**config.mk**
```make
export PLATFORM = sky130hd
export DESIGN_NAME = sprite_frame_sequencer_flat
export DESIGN_NICKNAME = d
export VERILOG_FILES = /design/src/rtl/core/sfs_pkg.sv /design/src/rtl/core/sfs_in_if.sv /design/src/rtl/core/sfs_out_if.sv /design/src/rtl/core/sprite_frame_sequencer.sv /design/src/rtl/core/sfs_dur_table.sv /design/src/rtl/core/sfs_step.sv /design/src/flat_wrapper.sv
export SDC_FILE = /design/constraint.sdc
export NUM_CORES = 1
export LEC_CHECK = 0
export BUFFER_PORTS_ARGS = -buffer_cell sky130_fd_sc_hd__buf_2
export CORE_AREA = 8 8 237 239
export DETAILED_ROUTE_END_ITERATION = 8
export DIE_AREA = 0 0 245 247
export GPL_TIMING_DRIVEN = 1
export PLACE_DENSITY = 0.73
export SLEW_MARGIN = 20
export SYNTH_ARGS = -nofsm -noshare
export SYNTH_HDL_FRONTEND = slang
export SYNTH_SLANG_ARGS = --single-unit
```
**constraint.sdc**
```tcl
create_clock -name clk_i -period 4.99 [get_ports clk_i]
set_clock_uncertainty 0.1 [all_clocks]
set_input_delay 0.2495 -clock clk_i [delete_from_list [all_inputs] [get_ports clk_i]]
set_output_delay 0.2495 -clock clk_i [all_outputs]
set_load 0.05 [all_outputs]
```
**src/rtl/core/sfs_pkg.sv**
```systemverilog
// Package for the sprite frame sequencer: widths, codes and shared types.
// No dependencies; every other file of the block imports it.
`timescale 1ns / 1ps

package sfs_pkg;

  // Table depth and derived widths
  localparam int MAX_FRAMES = 16;
  localparam int IDX_W      = $clog2(MAX_FRAMES);
  localparam int CNT_W      = $clog2(MAX_FRAMES + 1);
  localparam int DUR_W      = 32;
  localparam int ELAPSED_W  = 16;
  localparam int OP_W       = 2;

  // Configuration port
  localparam int CFG_IDX_W  = 2;
  localparam int CFG_DATA_W = 5;
  localparam int FCOUNT_W   = 5;
  localparam int DIR_W      = 2;

  localparam logic [CFG_IDX_W-1:0] REG_FRAME_COUNT    = 2'd0;
  localparam logic [CFG_IDX_W-1:0] REG_LOOP_ENABLE    = 2'd1;
  localparam logic [CFG_IDX_W-1:0] REG_DIRECTION_MODE = 2'd2;
  localparam logic [CFG_IDX_W-1:0] REG_PAUSED         = 2'd3;

  // Direction modes
  localparam logic [DIR_W-1:0] DIR_FORWARD  = 2'd0;
  localparam logic [DIR_W-1:0] DIR_BACKWARD = 2'd1;
  localparam logic [DIR_W-1:0] DIR_PINGPONG = 2'd2;

  typedef enum logic [OP_W-1:0] {
    OP_TICK    = 2'd0,
    OP_WRITE   = 2'd1,
    OP_RESTART = 2'd2
  } op_e;

  typedef struct packed {
    logic [FCOUNT_W-1:0] frame_count;
    logic                loop_enable;
    logic [DIR_W-1:0]    direction_mode;
    logic                paused;
  } cfg_t;

  typedef struct packed {
    logic [DUR_W-1:0] time_acc;
    logic [IDX_W-1:0] frame;
    logic             forward;
    logic             finished;
    logic             pingpong;
  } seq_t;

  typedef struct packed {
    logic [OP_W-1:0]      operation;
    logic [ELAPSED_W-1:0] elapsed;
    logic [IDX_W-1:0]     entry_index;
    logic [DUR_W-1:0]     entry_value;
  } item_t;

endpackage

```
**src/rtl/core/sfs_in_if.sv**
```systemverilog
// Input channel of the sprite frame sequencer: valid/ready plus item fields.
// Depends on sfs_pkg.
`timescale 1ns / 1ps

interface sfs_in_if;
  import sfs_pkg::*;

  logic                 valid;
  logic                 ready;
  logic [OP_W-1:0]      operation;
  logic [ELAPSED_W-1:0] elapsed;
  logic [IDX_W-1:0]     entry_index;
  logic [DUR_W-1:0]     entry_value;

  modport source (output valid, operation, elapsed, entry_index, entry_value, input ready);
  modport sink   (input valid, operation, elapsed, entry_index, entry_value, output ready);
endinterface

```
**src/rtl/core/sfs_out_if.sv**
```systemverilog
// Result channel of the sprite frame sequencer: valid/ready plus result fields.
// Depends on sfs_pkg.
`timescale 1ns / 1ps

interface sfs_out_if;
  import sfs_pkg::*;

  logic             valid;
  logic             ready;
  logic [IDX_W-1:0] current_frame;
  logic             done_res;
  logic             going_backward;

  modport source (output valid, current_frame, done_res, going_backward, input ready);
  modport sink   (input valid, current_frame, done_res, going_backward, output ready);
endinterface

```
**src/rtl/core/sprite_frame_sequencer.sv**
```systemverilog
// Top level of the sprite frame sequencer: input register, sequence state,
// duration table, configuration registers and result register.
// Depends on sfs_pkg, sfs_in_if, sfs_out_if, sfs_dur_table and sfs_step.
//
// Usage:
//   in_i carries items: a tick (adds elapsed time, may step the frame), a
//   duration table write, or a restart from the configured direction mode.
//   Every item gives exactly one result on out_o: the frame index, the
//   finished flag and the backward flag as they stand after that item.
//   Configuration registers are written through cfg_we_i/cfg_idx_i/cfg_wdata_i
//   by the user only while no item is in flight; the block does not enforce
//   it. They take effect for the next item. An item transferred on in_i is
//   held in the input register, then processed into the result register and
//   offered on out_o from then on. Throughput is one item per cycle while out_o
//   is not stalled; the state update (one 32-bit add, one 32-bit compare, a
//   16-entry table read) is combinational, so items may follow back to back.
//   When the receiver stalls, the result register holds and the input
//   register takes one more item, then in_i.ready drops.
//   Reset clears the duration table, the sequence state (frame 0, forward,
//   not finished) and the registers to frame count 1, all others zero.
`timescale 1ns / 1ps

module sprite_frame_sequencer (
  input  logic                          clk_i,
  input  logic                          rst_ni,
  input  logic                          cfg_we_i,
  input  logic [sfs_pkg::CFG_IDX_W-1:0]  cfg_idx_i,
  input  logic [sfs_pkg::CFG_DATA_W-1:0] cfg_wdata_i,
  sfs_in_if.sink                        in_i,
  sfs_out_if.source                     out_o
);
  import sfs_pkg::*;

  cfg_t             cfg_q;
  seq_t             seq_q, seq_d;
  item_t            item_q;
  logic             item_valid_q;
  logic             out_valid_q;
  logic [IDX_W-1:0] res_frame_q;
  logic             res_done_q;
  logic             res_back_q;
  logic             advance;
  logic             process;
  logic             in_xfer;
  logic             table_we;
  logic [DUR_W-1:0] dur;

  // Handshake control
  assign advance   = !out_valid_q || out_o.ready;
  assign process   = item_valid_q && advance;
  assign in_i.ready = !item_valid_q || advance;
  assign in_xfer   = in_i.valid && in_i.ready;
  assign table_we  = process && (op_e'(item_q.operation) == OP_WRITE);

  // Configuration registers
  always_ff @(posedge clk_i or negedge rst_ni) begin
    if (!rst_ni) begin
      cfg_q.frame_count    <= FCOUNT_W'(1);
      cfg_q.loop_enable    <= 1'b0;
      cfg_q.direction_mode <= DIR_FORWARD;
      cfg_q.paused         <= 1'b0;
    end else if (cfg_we_i) begin
      case (cfg_idx_i)
        REG_FRAME_COUNT:    cfg_q.frame_count    <= cfg_wdata_i[FCOUNT_W-1:0];
        REG_LOOP_ENABLE:    cfg_q.loop_enable    <= cfg_wdata_i[0];
        REG_DIRECTION_MODE: cfg_q.direction_mode <= cfg_wdata_i[DIR_W-1:0];
        REG_PAUSED:         cfg_q.paused         <= cfg_wdata_i[0];
        default: ;
      endcase
    end
  end

  // Input register: load on transfer, drain when processed
  always_ff @(posedge clk_i or negedge rst_ni) begin
    if (!rst_ni) begin
      item_valid_q <= 1'b0;
    end else if (in_xfer) begin
      item_valid_q <= 1'b1;
    end else if (advance) begin
      item_valid_q <= 1'b0;
    end
  end

  always_ff @(posedge clk_i) begin
    if (in_xfer) begin
      item_q.operation   <= in_i.operation;
      item_q.elapsed     <= in_i.elapsed;
      item_q.entry_index <= in_i.entry_index;
      item_q.entry_value <= in_i.entry_value;
    end
  end

  sfs_dur_table u_dur_table (
    .clk_i   (clk_i),
    .rst_ni  (rst_ni),
    .we_i    (table_we),
    .waddr_i (item_q.entry_index),
    .wdata_i (item_q.entry_value),
    .raddr_i (seq_q.frame),
    .rdata_o (dur)
  );

  sfs_step u_step (
    .cfg_i  (cfg_q),
    .cur_i  (seq_q),
    .item_i (item_q),
    .dur_i  (dur),
    .nxt_o  (seq_d)
  );

  // Sequence state: advance once per processed item
  always_ff @(posedge clk_i or negedge rst_ni) begin
    if (!rst_ni) begin
      seq_q.time_acc <= '0;
      seq_q.frame    <= '0;
      seq_q.forward  <= 1'b1;
      seq_q.finished <= 1'b0;
      seq_q.pingpong <= 1'b0;
    end else if (process) begin
      seq_q <= seq_d;
    end
  end

  // Result register
  always_ff @(posedge clk_i or negedge rst_ni) begin
    if (!rst_ni) begin
      out_valid_q <= 1'b0;
    end else if (process) begin
      out_valid_q <= 1'b1;
    end else if (out_o.ready) begin
      out_valid_q <= 1'b0;
    end
  end

  always_ff @(posedge clk_i) begin
    if (process) begin
      res_frame_q <= seq_d.frame;
      res_done_q  <= seq_d.finished;
      res_back_q  <= !seq_d.forward;
    end
  end

  assign out_o.valid          = out_valid_q;
  assign out_o.current_frame  = res_frame_q;
  assign out_o.done_res       = res_done_q;
  assign out_o.going_backward = res_back_q;

  // Restart lands on frame 0, not finished, with time cleared
  a_restart: assert property (@(posedge clk_i) disable iff (!rst_ni)
    process && (op_e'(item_q.operation) == OP_RESTART)
    |=> seq_q.frame == '0 && !seq_q.finished && seq_q.time_acc == '0)
    else $error("restart did not return to frame 0");

  // A paused tick changes no state
  a_paused: assert property (@(posedge clk_i) disable iff (!rst_ni)
    process && (op_e'(item_q.operation) == OP_TICK) && cfg_q.paused
    |=> $stable(seq_q))
    else $error("paused tick changed the sequence state");

  // The result reports the state left by the item
  a_result: assert property (@(posedge clk_i) disable iff (!rst_ni)
    process |=> out_valid_q && res_frame_q == seq_q.frame
                && res_done_q == seq_q.finished && res_back_q == !seq_q.forward)
    else $error("result does not match sequence state");

  // A write leaves the sequence state untouched
  a_write: assert property (@(posedge clk_i) disable iff (!rst_ni)
    table_we |=> $stable(seq_q))
    else $error("table write changed the sequence state");

endmodule

```
**src/rtl/core/sfs_dur_table.sv**
```systemverilog
// Frame duration table: one write port, one combinational read port.
// Entries are flops cleared at reset. Depends on sfs_pkg.
`timescale 1ns / 1ps

module sfs_dur_table (
  input  logic                     clk_i,
  input  logic                     rst_ni,
  input  logic                     we_i,
  input  logic [sfs_pkg::IDX_W-1:0] waddr_i,
  input  logic [sfs_pkg::DUR_W-1:0] wdata_i,
  input  logic [sfs_pkg::IDX_W-1:0] raddr_i,
  output logic [sfs_pkg::DUR_W-1:0] rdata_o
);
  import sfs_pkg::*;

  logic [DUR_W-1:0] dur_q [MAX_FRAMES];

  // Store one entry per write
  always_ff @(posedge clk_i or negedge rst_ni) begin
    if (!rst_ni) begin
      for (int i = 0; i < MAX_FRAMES; i++) begin
        dur_q[i] <= '0;
      end
    end else if (we_i) begin
      dur_q[waddr_i] <= wdata_i;
    end
  end

  assign rdata_o = dur_q[raddr_i];

endmodule

```
**src/rtl/core/sfs_step.sv**
```systemverilog
// Next-state logic of the sprite frame sequencer for one item: saturating
// time accumulate, duration compare and frame stepping rules. Depends on sfs_pkg.
`timescale 1ns / 1ps

module sfs_step (
  input  sfs_pkg::cfg_t             cfg_i,
  input  sfs_pkg::seq_t             cur_i,
  input  sfs_pkg::item_t            item_i,
  input  logic [sfs_pkg::DUR_W-1:0] dur_i,
  output sfs_pkg::seq_t             nxt_o
);
  import sfs_pkg::*;

  logic [DUR_W:0]   sum;
  logic [DUR_W-1:0] acc_sat;
  logic [CNT_W-1:0] n_eff;
  logic [CNT_W-1:0] frame_inc;
  logic [IDX_W-1:0] last_idx;

  // Clamp the frame count into 1..MAX_FRAMES
  always_comb begin
    if (cfg_i.frame_count == '0) begin
      n_eff = CNT_W'(1);
    end else if (CNT_W'(cfg_i.frame_count) > CNT_W'(MAX_FRAMES)) begin
      n_eff = CNT_W'(MAX_FRAMES);
    end else begin
      n_eff = CNT_W'(cfg_i.frame_count);
    end
  end

  assign last_idx  = IDX_W'(n_eff - 1'b1);
  assign frame_inc = CNT_W'({1'b0, cur_i.frame}) + 1'b1;
  assign sum       = {1'b0, cur_i.time_acc} + (DUR_W+1)'(item_i.elapsed);
  assign acc_sat   = sum[DUR_W] ? '1 : sum[DUR_W-1:0];

  // Apply the item to the sequence state
  always_comb begin
    nxt_o = cur_i;
    case (op_e'(item_i.operation))
      OP_TICK: begin
        if (!cfg_i.paused) begin
          nxt_o.time_acc = acc_sat;
          nxt_o.finished = 1'b0;
          if (acc_sat > dur_i) begin
            if (cur_i.forward) begin
              if (frame_inc >= n_eff) begin
                if (cur_i.pingpong) begin
                  // turn around at the last frame
                  nxt_o.forward = 1'b0;
                  nxt_o.frame   = (cur_i.frame != '0) ? cur_i.frame - 1'b1 : '0;
                end else begin
                  if (cfg_i.loop_enable) begin
                    nxt_o.frame = '0;
                  end
                  nxt_o.finished = 1'b1;
                end
              end else begin
                nxt_o.frame = cur_i.frame + 1'b1;
              end
            end else begin
              if (cur_i.frame == '0) begin
                nxt_o.finished = 1'b1;
                if (cur_i.pingpong) begin
                  if (cfg_i.loop_enable) begin
                    nxt_o.forward = 1'b1;
                    nxt_o.frame   = (n_eff == CNT_W'(1)) ? '0 : IDX_W'(1);
                  end
                end else if (cfg_i.loop_enable) begin
                  nxt_o.frame = last_idx;
                end
              end else begin
                nxt_o.frame = cur_i.frame - 1'b1;
              end
            end
            // clear time after a step only when looping and not finished
            if (cfg_i.loop_enable && !nxt_o.finished) begin
              nxt_o.time_acc = '0;
            end
          end
        end
      end
      OP_RESTART: begin
        nxt_o.time_acc = '0;
        nxt_o.frame    = '0;
        nxt_o.finished = 1'b0;
        nxt_o.forward  = (cfg_i.direction_mode != DIR_BACKWARD);
        nxt_o.pingpong = (cfg_i.direction_mode == DIR_PINGPONG);
      end
      default: begin
        // writes and unused codes leave the sequence alone
      end
    endcase
  end

endmodule
```
**src/flat_wrapper.sv**
```systemverilog
// flat-port wrapper written by rule: the top's interface ports become plain ports
module sprite_frame_sequencer_flat import sfs_pkg::*;
  (clk_i, rst_ni, cfg_we_i, cfg_idx_i, cfg_wdata_i, in_i_valid, in_i_operation, in_i_elapsed, in_i_entry_index, in_i_entry_value, in_i_ready, out_o_valid, out_o_current_frame, out_o_done_res, out_o_going_backward, out_o_ready);
  sfs_in_if in_i_i ();
  sfs_out_if out_o_i ();
  input  logic clk_i;
  input  logic rst_ni;
  input  logic cfg_we_i;
  input  logic [sfs_pkg::CFG_IDX_W-1:0] cfg_idx_i;
  input  logic [sfs_pkg::CFG_DATA_W-1:0] cfg_wdata_i;
  input wire logic [$bits(in_i_i.valid)-1:0] in_i_valid;
  input wire logic [$bits(in_i_i.operation)-1:0] in_i_operation;
  input wire logic [$bits(in_i_i.elapsed)-1:0] in_i_elapsed;
  input wire logic [$bits(in_i_i.entry_index)-1:0] in_i_entry_index;
  input wire logic [$bits(in_i_i.entry_value)-1:0] in_i_entry_value;
  output wire logic [$bits(in_i_i.ready)-1:0] in_i_ready;
  output wire logic [$bits(out_o_i.valid)-1:0] out_o_valid;
  output wire logic [$bits(out_o_i.current_frame)-1:0] out_o_current_frame;
  output wire logic [$bits(out_o_i.done_res)-1:0] out_o_done_res;
  output wire logic [$bits(out_o_i.going_backward)-1:0] out_o_going_backward;
  input wire logic [$bits(out_o_i.ready)-1:0] out_o_ready;
  assign in_i_i.valid = in_i_valid;
  assign in_i_i.operation = in_i_operation;
  assign in_i_i.elapsed = in_i_elapsed;
  assign in_i_i.entry_index = in_i_entry_index;
  assign in_i_i.entry_value = in_i_entry_value;
  assign in_i_ready = in_i_i.ready;
  assign out_o_valid = out_o_i.valid;
  assign out_o_current_frame = out_o_i.current_frame;
  assign out_o_done_res = out_o_i.done_res;
  assign out_o_going_backward = out_o_i.going_backward;
  assign out_o_i.ready = out_o_ready;
  sprite_frame_sequencer u_core (.clk_i(clk_i), .rst_ni(rst_ni), .cfg_we_i(cfg_we_i), .cfg_idx_i(cfg_idx_i), .cfg_wdata_i(cfg_wdata_i), .in_i(in_i_i), .out_o(out_o_i));
endmodule
```
==> results of run 1 <==
worst max-delay path by stage:
stage,startpoint,end
2_1_floorplan,u_core.item_q[36],u_core.seq_q[23]
6_report,u_core.item_q[37],u_core.seq_q[12]
4_1_cts,u_core.seq_q[7],u_core.out_o.current_frame[2]
3_3_place_gp,u_core.item_q[36],u_core.out_o.done_res
5_1_grt,u_core.item_q[36],u_core.seq_q[35]
3_5_place_dp,u_core.seq_q[7],u_core.out_o.current_frame[2]
sequential cells by signal, summed over array words and instances (netlist names), named ones only:
name / flops
u_core.out_o.done_res: 1
u_core.out_o.valid: 1
u_core.seq_q: 38
u_core.out_o.going_backward: 1
u_core.item_valid_q: 1
u_core.u_dur_table.dur_q: 512
u_core.cfg_q: 9
u_core.item_q: 54
u_core.out_o.current_frame: 4
worst max-delay path, cell delays in order, from the launching register on:
cell	delay (ps)
sky130_fd_sc_hd__edfxtp_1	430
sky130_fd_sc_hd__ha_1	340
sky130_fd_sc_hd__a211oi_1	330
sky130_fd_sc_hd__o31ai_2	150
sky130_fd_sc_hd__o211ai_1	320
sky130_fd_sc_hd__a21oi_2	120
sky130_fd_sc_hd__buf_4	200
sky130_fd_sc_hd__o2111ai_1	330
sky130_fd_sc_hd__xor2_1	240
sky130_fd_sc_hd__nand2_1	90
sky130_fd_sc_hd__ha_1	300
sky130_fd_sc_hd__nand4_1	170
sky130_fd_sc_hd__nor4_1	310
sky130_fd_sc_hd__buf_4	180
sky130_fd_sc_hd__o41a_2	210
sky130_fd_sc_hd__o2111ai_4	160
sky130_fd_sc_hd__and2_4	230
sky130_fd_sc_hd__buf_12	150
sky130_fd_sc_hd__a22o_1	240
through the flow:
step / setup slack, ps / hold WS [ps] / power (W) / area (µm²)
6_report: 272.8 / 178.0 / 0.01562 / 33830
3_3_place_gp: 182.1 / 257.2 / 0.01054 / 30860
2_1_floorplan: 358.9 / -146.1 / 0.009357 / 29560
5_1_grt: -31.79 / 219.5 / 0.01639 / 33830
3_5_place_dp: 61.24 / 272.0 / 0.01067 / 30860
4_1_cts: 46.19 / 212.5 / 0.01573 / 33780
power groups by stage:
stage | registers [W] | logic [W] | clock network, W
4_1_cts | 0.00638 | 0.00428 | 0.00507
5_1_grt | 0.00647 | 0.00466 | 0.00525
6_report | 0.00638 | 0.00427 | 0.00497
3_5_place_dp | 0.00646 | 0.00422 | 0
2_1_floorplan | 0.00617 | 0.00318 | 0
3_3_place_gp | 0.00641 | 0.00413 | 0
cells in the mapped netlist (28+ instances only):
| cell | instances |
|---|---|
| sky130_fd_sc_hd__dfrtp_1 | 560 |
| sky130_fd_sc_hd__mux2_2 | 508 |
| sky130_fd_sc_hd__mux4_2 | 160 |
| sky130_fd_sc_hd__clkbuf_1 | 71 |
| sky130_fd_sc_hd__nand2_1 | 65 |
| sky130_fd_sc_hd__edfxtp_1 | 60 |
| sky130_fd_sc_hd__ha_1 | 57 |
| sky130_fd_sc_hd__inv_1 | 51 |
| sky130_fd_sc_hd__buf_2 | 40 |
| sky130_fd_sc_hd__nor2_1 | 36 |
| sky130_fd_sc_hd__a21oi_1 | 31 |
| sky130_fd_sc_hd__o21ai_0 | 28 |
kinds of logic after synthesis:
kind of cell,count (synthesis)
adder cells (fa/ha/maj),58
AO/OA/AOI/OAI,189
flip-flops,622
AND/OR/NAND/NOR,210
buffers and inverters,192
XOR/XNOR,22
multiplexers,683
metal layers:
layer	GRT usage [%]	part of all wire (%)
met5	0	0
met4	6.029	2.2
met3	3.895	4.0
met2	38.43	49
met1	33.04	45
cell type report:
| cell class | instances | area, µm² | area share (%) |
|---|---|---|---|
| clock buffers | 107 | 2052 | 6.066 |
| clock inverters | 17 | 168.9 | 0.4994 |
| inverters | 52 | 195.2 | 0.5770 |
| multi-input cells | 1162 | 12950 | 38.28 |
| flip-flops and latches | 622 | 15880 | 46.94 |
| well taps | 688 | 860.8 | 2.545 |
| repair buffers | 197 | 1723 | 5.093 |
timing repair:
action	in CTS	in global routing
hold buffers	70	0
setup endpoints to repair	0	44
endpoints found under the hold margin	169	0
gates resized for setup	0	12
==> insert_results.sql, run 1 <==
INSERT INTO impl_metrics (metric_group, metric, value, unit) VALUES
('layout', 'layout.nets', '2226', ''),
('setup_path', 'timing.rr.start', 'u_core.item_q[37]', ''),
('route', 'drc', '0', ''),
('layout', 'finish.cell_count_without_fillers', '2845', ''),
('die', 'top_level_ports', '74', ''),
('setup_path', 'worst_r2r_path_depth', '18', ''),
('setup_path', 'timing.reg2reg.setup_slack', '270', 'ps'),
('setup_path', 'setup.worst_path.start_class', 'register', ''),
('place', 'replace_congestion', '0.8253', ''),
('die', 'core_area', '52240', 'µm²'),
('yosys', 'post_synth_fa_ha_maj_area_fraction', '2.480', '%'),
('die', 'rows', '84', ''),
('layout', 'drive_gt1_share', '43.76', '%'),
('power_and_ir_drop', 'p_leak', '15.29', 'nW'),
('power_and_ir_drop', 'comb_power_share', '27.3', '%'),
('clock_tree', 'postCtsSetupRepairBufs', '0', ''),
('setup_path', 'worstSetupPathType', 'reg2reg', ''),
('setup_path', 'cp.required', '5370', 'ps'),
('run', 'max_cap_viol_count', '0', ''),
('sta', 'timing.final.crit_period', '4717', 'ps'),
('yosys', 'synth_top_area_cell', 'sky130_fd_sc_hd__dfrtp_1', ''),
('clock_tree', 'root_buffer', 'sky130_fd_sc_hd__clkbuf_16', ''),
('route', 'routed_wl', '69930', 'µm'),
('setup_path', 'endpoint_kind', 'register', ''),
('yosys', 'fraction_of_the_mapped_netlist_area_in_compound_gates', '4.490', '%'),
('power_and_ir_drop', 'power_frac_seq', '40.9', '%'),
('yosys', 'synthFlopType', 'sky130_fd_sc_hd__dfrtp_1', ''),
('die', 'die_w', '245', 'µm'),
('die', 'chipHeight', '247', 'µm'),
('global_routing', 'initial_antenna_violation_count', '0', ''),
('layout', 'most-common-layout-cells', 'sky130_fd_sc_hd__dfrtp_1 (557), sky130_fd_sc_hd__mux2_2 (508), sky130_fd_sc_hd__mux4_2 (160)', ''),
('global_routing', 'maximum_number_of_pins_on_one_net_before_global_route_repair', '136', ''),
('global_routing', 'grt_pass1_wl', '110800', 'µm'),
('clock_tree', 'cts.reportedPaths.clkPinSlew', '60', 'ps'),
('setup_path', 'arrival', '5090', 'ps'),
('yosys', 'synthSimpleGateAreaFrac', '3.720', '%'),
('outcome', 'run_status', 'finished clean', ''),
('sta', 'timing_hold_violations_final', '0', ''),
('power_and_ir_drop', 'switching_share', '29.99', '%'),
('yosys', 'synth_nets', '2100', ''),
('setup_path', 'timing.rr.end', 'u_core.seq_q[12]', ''),
('yosys', 'synth.top_cells.by_area', 'sky130_fd_sc_hd__dfrtp_1 (47%), sky130_fd_sc_hd__mux2_2 (19%), sky130_fd_sc_hd__mux4_2 (12%)', ''),
('yosys', 'synth-edff-count', '60', ''),
('sta', 'max_freq', '212.0', 'MHz'),
('yosys', 'synthMuxAreaShare', '32.10', '%'),
('yosys', 'mappedNetlistArea', '29560', 'µm²'),
('route', 'detail_route.iter0.violations', '1254', ''),
('power_and_ir_drop', 'power.share.clock', '31.8', '%'),
('sta', 'tightest_slew', '1170', 'ps'),
('route', 'routed-via-count', '17610', ''),
('yosys', 'synthXorXnorAreaFrac', '0.6518', '%'),
('sta', 'maxSlewHeadroom', '21.54', '%'),
('global_routing', 'grt_remaining_overflow', '0', ''),
('layout', 'nFillCells', '3652', ''),
('route', 'vias_per_cell', '6.188', ''),
('die', 'die_area', '60520', 'µm²'),
('yosys', 'synth_seq_area_share', '53.67', '%'),
('power_and_ir_drop', 'p_per_area', '461.8', 'nW/µm²'),
('clock_tree', 'cts_tree', 'yes', ''),
('yosys', 'avgSynthCellArea', '14.96', 'µm²'),
('layout', 'commonest_non_fill_non_tap_cell_in_the_layout', 'sky130_fd_sc_hd__dfrtp_1', ''),
('place', 'io_buffers', '73', ''),
('route', 'drtAntennaViolNets', '0', ''),
('clock_tree', 'worst_skew_pair_latency', '610', 'ps'),
('sta', 'final.period_utilization', '94.53', '%'),
('power_and_ir_drop', 'cell_internal_pwr', '0.01094', 'W'),
('yosys', 'yosys_warnings', '0', ''),
('die', 'start_util', '56.60', '%'),
('yosys', 'netlist_instances', '1976', ''),
('sta', 'fin_max_slew_vios', '0', ''),
('global_routing', 'vias_in_the_first_global_route', '18790', '');
Power figures use the tool's default switching activity.
==> inputs of run 2 (changes only) <==
Settings changed: PLACE_DENSITY 0.73 to 0.76.
==> insert_results.sql, run 2 (synthesis results as in run 1) <==
INSERT INTO impl_metrics (metric_group, metric, value, unit) VALUES
('outcome', 'run_status', 'finished clean', ''),
('clock_tree', 'cts.reportedPaths.clkPinSlew', '60', 'ps'),
('sta', 'max_freq', '208.9', 'MHz'),
('layout', 'register_area', '15880', 'µm²'),
('setup_path', 'crit_fanout', '21', ''),
('place', 'io_buffers', '73', ''),
('sta', 'final.period_utilization', '95.95', '%'),
('global_routing', 'grt_usage', '23.06', '%'),
('sta', 'timing_hold_violations_final', '0', ''),
('layout', 'drive_gt1_share', '43.72', '%'),
('global_routing', 'initial_antenna_violation_count', '0', ''),
('setup_path', 'cp.buffers_inverters', '2', ''),
('place', 'place.detailed.instances', '2654', ''),
('die', 'die_area', '60520', 'µm²'),
('layout', 'commonest_non_fill_non_tap_cell_in_the_layout', 'sky130_fd_sc_hd__dfrtp_1', ''),
('setup_path', 'setup.worst_path.start_class', 'register', ''),
('hold_path', 'class_of_the_worst_hold_path', 'in2async', ''),
('setup_path', 'crit_top_cell', 'sky130_fd_sc_hd__ha_1', ''),
('die', 'core_area', '52240', 'µm²'),
('layout', 'area_of_combinational_cells_with_multiple_inputs', '12950', 'µm²'),
('route', 'vias_per_cell', '6.183', ''),
('die', 'rows', '84', ''),
('clock_tree', 'worst_skew_pair_latency', '590', 'ps'),
('power_and_ir_drop', 'cell_internal_pwr', '0.01075', 'W'),
('route', 'routed_wl', '68880', 'µm'),
('power_and_ir_drop', 'switching_share', '30.10', '%'),
('power_and_ir_drop', 'p_leak', '15.24', 'nW'),
('die', 'die_w', '245', 'µm'),
('layout', 'most-common-layout-cells', 'sky130_fd_sc_hd__dfrtp_1 (557), sky130_fd_sc_hd__mux2_2 (508), sky130_fd_sc_hd__mux4_2 (160)', ''),
('die', 'start_util', '56.60', '%'),
('setup_path', 'cp_top_family', 'compound AO/OA/AOI/OAI gates', ''),
('power_and_ir_drop', 'vdd_drop_max', '0.0002346', 'V'),
('global_routing', 'grt_remaining_overflow', '0', ''),
('layout', 'largest_reg_flops', '512', ''),
('route', 'detail_route.iter0.violations', '1228', ''),
('setup_path', 'worstSetupPathType', 'reg2reg', ''),
('route', 'routed-via-count', '17590', ''),
('route', 'drc', '0', ''),
('setup_path', 'timing.reg2reg.setup_slack', '200', 'ps'),
('setup_path', 'cp.required', '5360', 'ps'),
('place', 'placed_cell_area', '30840', 'µm²'),
('global_routing', 'maximum_number_of_pins_on_one_net_before_global_route_repair', '126', ''),
('power_and_ir_drop', 'finalPower', '0.01538', 'W'),
('clock_tree', 'cts_tree', 'yes', ''),
('power_and_ir_drop', 'comb_power_share', '28.1', '%'),
('sta', 'timing.hold.ws', '161.8', 'ps'),
('setup_path', 'critical_path.cell_chain', 'ha_1 > fa_2 > a21oi_2 > o21ai_2 > a2111o_1 > a31oi_4 > or3_4 > buf_4 > o21ai_0 > ha_1 > nand4_1 > nor4_2 > a21boi_2 > o41a_2 > o2111ai_4 > and2_4 > buf_12 > a22o_1', ''),
('power_and_ir_drop', 'power.share.clock', '30.5', '%'),
('power_and_ir_drop', 'p_per_area', '456.4', 'nW/µm²'),
('run', 'max_cap_viol_count', '0', ''),
('sta', 'maxSlewHeadroom', '28.64', '%'),
('die', 'top_level_ports', '74', ''),
('sta', 'finalSetupViolCount', '0', ''),
('place', 'replace_congestion', '0.8494', ''),
('setup_path', 'endpoint_kind', 'register', ''),
('layout', 'finish.cell_count_without_fillers', '2845', ''),
('sta', 'timing.final.crit_period', '4788', 'ps'),
('clock_tree', 'tritoncts_num_sinks', '622', ''),
('setup_path', 'timing.rr.start', 'u_core.item_q[36]', ''),
('global_routing', 'grt_pass1_wl', '108300', 'µm'),
('sta', 'fin_max_slew_vios', '0', ''),
('clock_tree', 'cts_buffers', '67', ''),
('clock_tree', 'cts.path.max_buffers', '3', ''),
('layout', 'regMostFlops', 'u_core.u_dur_table.dur_q', ''),
('layout', 'layout.nets', '2235', ''),
('layout', 'diodes_inserted', '0', ''),
('power_and_ir_drop', 'power_frac_seq', '41.4', '%'),
('setup_path', 'worst_r2r_path_depth', '18', ''),
('clock_tree', 'cts_htree_levels', '3', ''),
('layout', 'nFillCells', '3615', ''),
('clock_tree', 'root_buffer', 'sky130_fd_sc_hd__clkbuf_16', ''),
('layout', 'area_delta_synth_final', '13.95', '%'),
('setup_path', 'arrival', '5150', 'ps'),
('power_and_ir_drop', 'total_switching_power', '0.004629', 'W'),
('layout', 'finalInstanceArea', '33690', 'µm²'),
('place', 'dpl.hpwl', '41690', 'µm'),
('global_routing', 'vias_in_the_first_global_route', '18670', ''),
('die', 'chipHeight', '247', 'µm'),
('route', 'dr.pass1.iters', '5', ''),
('sta', 'tightest_slew', '1065', 'ps'),
('setup_path', 'timing.rr.end', 'u_core.seq_q[14]', ''),
('route', 'drtAntennaViolNets', '0', ''),
('layout', 'top_regs', 'u_core.u_dur_table.dur_q (512), u_core.item_q (54), u_core.seq_q (38)', ''),
('setup_path', 'timing.critical_path.slowest_cell_delay', '430', 'ps'),
('route', 'avgRoutedWirePerCell', '24.21', 'µm'),
('setup_path', 'cpMaxStageDelayCell', 'sky130_fd_sc_hd__a2111o_1', '');
[run 2: changes by cell type in the layout (fill, tap and decap cells not counted), moves of 3 or more]
cell / change
sky130_fd_sc_hd__buf_4: +10
sky130_fd_sc_hd__clkbuf_16: -4
sky130_fd_sc_hd__clkbuf_8: -5
sky130_fd_sc_hd__buf_12: -3
[run 2: per-layer routing]
| layer | up-vias | GRT usage (%) | routed length (µm) |
|---|---|---|---|
| li1 | 7698 | - | - |
| met1 | 9342 | 31.74 | 30510 |
| met2 | 417 | 36.82 | 33140 |
| met3 | 134 | 4.748 | 3404 |
| met4 | 0 | 7.308 | 1828 |
| met5 | - | 0 | 0 |
[run 2: worst register-to-register path: cells and delay by family, from the launching register on]
family,cells,cell delay [ps]
AOI/OAI and AO/OA,9,2010
adders and majority gates,3,970
and+or+nand+nor,4,910
DFF,1,370
buffers and inverters,2,310
[run 2: how the worst max path moves through the flow]
stage / startpoint / endpoint / cells past startpoint
after global routing: u_core.seq_q[7] / u_core.seq_q[11] / 18
after CTS: u_core.item_q[36] / u_core.seq_q[35] / 17
after global placement: u_core.item_q[36] / u_core.seq_q[35] / 17
after floorplan: u_core.item_q[36] / u_core.seq_q[23] / 19
final: u_core.item_q[36] / u_core.seq_q[14] / 18
after detailed placement: u_core.item_q[36] / u_core.out_o.current_frame[2] / 17
[run 2: through the flow]
step	utilization (%)	setup slack (ps)	TNS [ps]
after global routing	64.49	-52.57	-793.2
after global placement	59.04	160.6	0
after CTS	64.32	1.140	0
after detailed placement	59.04	-38.01	-62.75
after floorplan	-	358.9	0
final	64.49	202.2	0
[run 2: layout make-up]
cell class / instances / share of cell area, %
inverter: 52 / 0.5794
clock buffer: 98 / 5.590
clock inverter: 17 / 0.4791
tap: 688 / 2.555
multi-input combinational: 1162 / 38.44
timing repair buffer: 206 / 5.233
sequential: 622 / 47.13
[run 2: timing repair]
action	in CTS	in global routing
setup buffers	0	5
gates resized for setup	1	15
pin swaps	0	6
endpoints found under the setup margin	4	44
hold endpoints to repair	162	0
hold buffers	71	0
[run 2: power groups by stage]
stage          Clock, W  Combinational [W]  Sequential (W)
6_report        0.00470            0.00432         0.00636
5_1_grt         0.00497            0.00472         0.00644
4_1_cts         0.00479            0.00432         0.00635
3_5_place_dp          0            0.00425         0.00644
3_3_place_gp          0            0.00417         0.00638
2_1_floorplan         0            0.00318         0.00617
